$ cat src/sv/tgen_ram.sv
// Generic single-write, single-read RAM with registered read data.
module tgen_ram #(
  parameter int WIDTH = 8,
  parameter int DEPTH = 256
) (
  input  logic                     clk,
  input  logic                     we,
  input  logic [$clog2(DEPTH)-1:0] waddr,
  input  logic [WIDTH-1:0]         wdata,
  input  logic [$clog2(DEPTH)-1:0] raddr,
  output logic [WIDTH-1:0]         rdata
);

  logic [WIDTH-1:0] mem [DEPTH];

  always_ff @(posedge clk) begin
    if (we) begin
      mem[waddr] <= wdata;
    end
    rdata <= mem[raddr];
  end

endmodule

$ cat config.mk
export PLATFORM = sky130hd
export DESIGN_NAME = tgen_ram
export DESIGN_NICKNAME = d
export VERILOG_FILES = /design/src/sv/tgen_ram.sv
export SDC_FILE = /design/constraint.sdc
export NUM_CORES = 2
export LEC_CHECK = 0
export BUFFER_PORTS_ARGS = -buffer_cell sky130_fd_sc_hd__buf_2
export CAP_MARGIN = 0
export CORE_ASPECT_RATIO = 0.75
export CORE_MARGIN = 3
export CORE_UTILIZATION = 60
export CTS_CLUSTER_DIAMETER = 120
export DETAILED_ROUTE_END_ITERATION = 7
export GPL_TIMING_DRIVEN = 0
export HOLD_SLACK_MARGIN = 0.03
export PLACE_DENSITY_LB_ADDON = 0.12
export SLEW_MARGIN = 30
export SYNTH_ARGS = -nofsm -noshare
export SYNTH_HDL_FRONTEND = slang
export SYNTH_SLANG_ARGS = --single-unit
$ cat constraint.sdc
create_clock -name clk -period 6.6 [get_ports clk]
set_input_delay 1.32 -clock clk [delete_from_list [all_inputs] [get_ports clk]]
set_output_delay 1.32 -clock clk [all_outputs]
set_load 0.01 [all_outputs]
==> summary.md <==
| Metric | Value |
|---|---|
| Status | `finished clean` |
| DR iter-0 viols | `7,761` |
| Final setup viols | `0` |
| Die Span Y | `321 um` |
| Via count | `42,513` |
| P_int | `20.7 mW` |
| Worst r2r dst | `rdata[5]` |
| Worst Hold Class | `input port to flip-flop` |
| Yosys Warn Count | `0` |
| Longest Clk Path Bufs | `3` |
| Yosys top cell area share | `77.3%` |
| #FFs+latches synth | `2,056` |
| Crit path largest cell delay | `860 ps` |
| Final Hold Violating Endpoints | `0` |
| Leakage | `27.5 nW` |
| Num CTS Buffers | `184` |
| Switch share | `22.2%` |
| Cts repair resizes | `0` |
| Gr usage total | `35.6%` |
| Area leader, netlist | `edfxtp_1` |
| Initial core utilization | `60.6%` |
| Initial antenna violation count | `15` |
| DRC violations left | `0` |
| Row count | `115` |
| CTS tree | `built` |
| Max Clock Skew | `23.1 ps` |
| Later-pin clock latency in the skew report | `840 ps` |
| Worst Hold Launch | `wdata[6]` |
| CP endpoint kind | `flip-flop` |
| Horiz. Die Dim | `426 um` |
| Flop pwr share | `54.0%` |
| HPWL after DPL | `163,000 um` |
| Final worst setup slack | `1690 ps` |
| CP arrival | `5540 ps` |
| Final period util | `74.4%` |
| Max VDD drop | `333 uV` |
| Worst-path clk slew | `60 ps` |
| Worst-path cell chain | `buf_2 > buf_2 > nor2b_1 > clkbuf_1 > clkbuf_1 > a22oi_1 > a21oi_1 > nor3_1 > nor4_1` |
| Fin crit period | `4910 ps` |
| Reg2reg start | `mem[81][5]` |
| Cell family with most CP delay | `buffers and inverters` |
| Total congestion overflow | `0` |
| PD cells | `300 nW/um^2` |
| Slew HR | `17.6%` |
| Htree depth | `4` |
| DIE AREA | `137,000 um^2` |
| Post-synth net total | `3,759` |
| Placer Congestion | `0.991` |
| Vias in the first global route | `40,459` |
| Root buf cell | `clkbuf_16` |
| Worst Path Required | `7230 ps` |
| Area of the mapped netlist | `79,600 um^2` |
| Hold path depth | `1` |
| Setup TNS | `0 ps` |
| Final Routed Wirelength | `240,000 um` |
| Setup crit start kind | `input port` |
| Synth area leaders | `edfxtp_1 (77%), mux4_2 (13%), mux2i_1 (1.7%)` |
| DRT Pass-1 Iters | `8` |
| Hold Crit Endpoint | `mem[125][6]` |
| Share of cells above drive strength 1 | `23.7%` |
| Switching pwr | `5.91 mW` |
| Comb pwr share | `6.0%` |
| Setup slack, reg-to-reg | `3470 ps` |
| Footprint of the multi-input gates | `16,600 um^2` |
| WS Path Type | `input port to flip-flop` |
| RSZ-0062 raised after global routing | `no` |
| Filler cell count | `8,230` |
| First-pass GRT wire length | `328,000 um` |
| Clock sink count | `2,056` |
| Port buffer count | `26` |
| Pre-CTS setup slack | `988 ps` |
| Clk pwr share | `40.0%` |
| Largest net degree at the start of global routing | `117` |
| Routed vias/inst | `7.21` |
| Yosys cell types | `55` |
| Slew @ Worst Pin | `1220 ps` |
| Avg WL per Cell | `40.6 um` |
| Worst reg-to-reg path cell count | `7` |
| Max Fclk | `204 MHz` |
| Number of synthesized flops with an enable pin | `2,048` |
| CTS Hold Buffers Added | `0` |
| # IOs | `34` |
| Sequential-to-total area share from yosys stat | `77.5%` |
| # Post-CTS Setup Buffers | `0` |
| Worst Path Buf+Inv | `4` |
| Maxcap violations | `0` |
| Sequential cell area | `61,700 um^2` |
| Final ANT Viol Nets | `0` |
| CP max-delay cell | `nor4_1` |
| Nets | `4,007` |
| Ys flop type | `edfxtp_1` |
| Synth async-reset ratio | `0%` |
| CP Launch Point | `raddr[2]` |
| Mapped Cells | `3,733` |
| Area Growth Syn to Fin | `11.8%` |
| Core ar. | `131,000 um^2` |
| Crit path max fanout | `10` |
| Max Slew Vio Count | `0` |
| Syn_area_per_cell | `21.3 um^2` |
==> Yosys cell counts, drive strengths merged (12+ instances only) <==
master,instances
edfxtp,2048
mux4,456
nor2,282
mux2i,134
a22oi,133
buf,122
clkbuf,111
a21oi,96
o221ai,47
nand3,34
nand2,33
nor2b,31
o22ai,28
nor4,27
nor3,22
a211oi,16
a221oi,14
o21ai,12
==> flip-flops by register name, indices dropped and copies added, names as in the netlist <==
| signal | cells |
|---|---|
| mem | 2048 |
| rdata | 8 |
==> worst max path at each step <==
stage	to	depth (start not counted)	slack, ps
after global placement	rdata[3]	9	50
after global routing	rdata[5]	9	1770
after detailed placement	rdata[5]	9	990
after floorplan	rdata[2]	9	3340
after CTS	rdata[5]	9	1840
final	rdata[5]	9	1690
==> layout by cell type (no fill, tap or decap), types with 21 or more instances in the layout <==
cell type / synthesis / layout
edfxtp_1: 2048 / 2048
mux4_2: 454 / 454
nor2_1: 282 / 250
clkbuf_16: 0 / 188
mux2i_1: 134 / 134
a22oi_1: 133 / 133
clkbuf_1: 111 / 107
a21oi_1: 96 / 94
buf_2: 31 / 57
clkinv_1: 1 / 48
o221ai_1: 46 / 46
clkbuf_2: 0 / 41
nand3_1: 34 / 34
nand2_1: 33 / 33
clkinv_2: 0 / 33
nor2_2: 0 / 32
nor2b_1: 31 / 31
buf_4: 27 / 29
o22ai_1: 28 / 28
buf_16: 0 / 28
buf_6: 21 / 22
buf_8: 13 / 22
nor3_1: 22 / 21
==> area by class of cell <==
type | count | area share [%]
repair buffers | 62 | 1.21
diodes | 13 | 0.0366
clock inverters | 112 | 1.09
multi-input cells | 1442 | 18.7
plain buffers | 233 | 1.70
clock buffers | 224 | 5.47
well taps | 1755 | 2.47
inverters | 2 | 0.00844
flip-flops and latches | 2056 | 69.3
==> power by group through the flow <==
stage / clock network (mW) / registers, mW / logic [mW]
after CTS: 10.6 / 14.4 / 1.54
after global placement: 0 / 14.7 / 1.46
final: 10.6 / 14.4 / 1.60
after floorplan: 0 / 14.7 / 0.699
after detailed placement: 0 / 14.7 / 1.54
after global routing: 11.1 / 14.4 / 1.62
==> kinds of logic (layout without fill, tap and decap cells) <==
logic type	Yosys count	count (layout)	share of synthesized area, %
multiplexers	591	591	14.6
other	0	13	0
buffers and inverters	235	633	1.83
flip-flops	2056	2056	77.5
AO/OA/AOI/OAI	385	385	3.42
AND/OR/NAND/NOR	466	466	2.63
==> metal layers <==
metal | vias to the layer above | track usage [%] | wire length, um
li1 | 16212 | - | -
met1 | 22161 | 52.3 | 89500
met2 | 3598 | 47.7 | 100000
met3 | 530 | 14.1 | 38100
met4 | 12 | 15.5 | 11600
met5 | - | 0.521 | 181
==> per-stage QoR <==
step / cells / hold slack (ps) / util, % / total power, mW / instance area (um^2)
2_1_floorplan: 3733 / 770 / - / 15.4 / 79600
3_3_place_gp: 5514 / 1340 / 62.3 / 16.2 / 81900
3_5_place_dp: 5549 / 1370 / 63.2 / 16.2 / 83000
4_1_cts: 5885 / 825 / 67.6 / 26.6 / 88800
5_1_grt: 5888 / 852 / 67.7 / 27.2 / 88900
6_report: 5899 / 859 / 67.7 / 26.6 / 88900
==> worst register-to-register path, delay by kind of cell (launching register included) <==
family                 cells  cell delay [ps]
buffers and inverters      1              270
AND/OR/NAND/NOR            2             1040
multiplexers               1              520
flip-flops                 1              370
AO/OA/AOI/OAI              3              720
(Power assumes the default switching activity.)
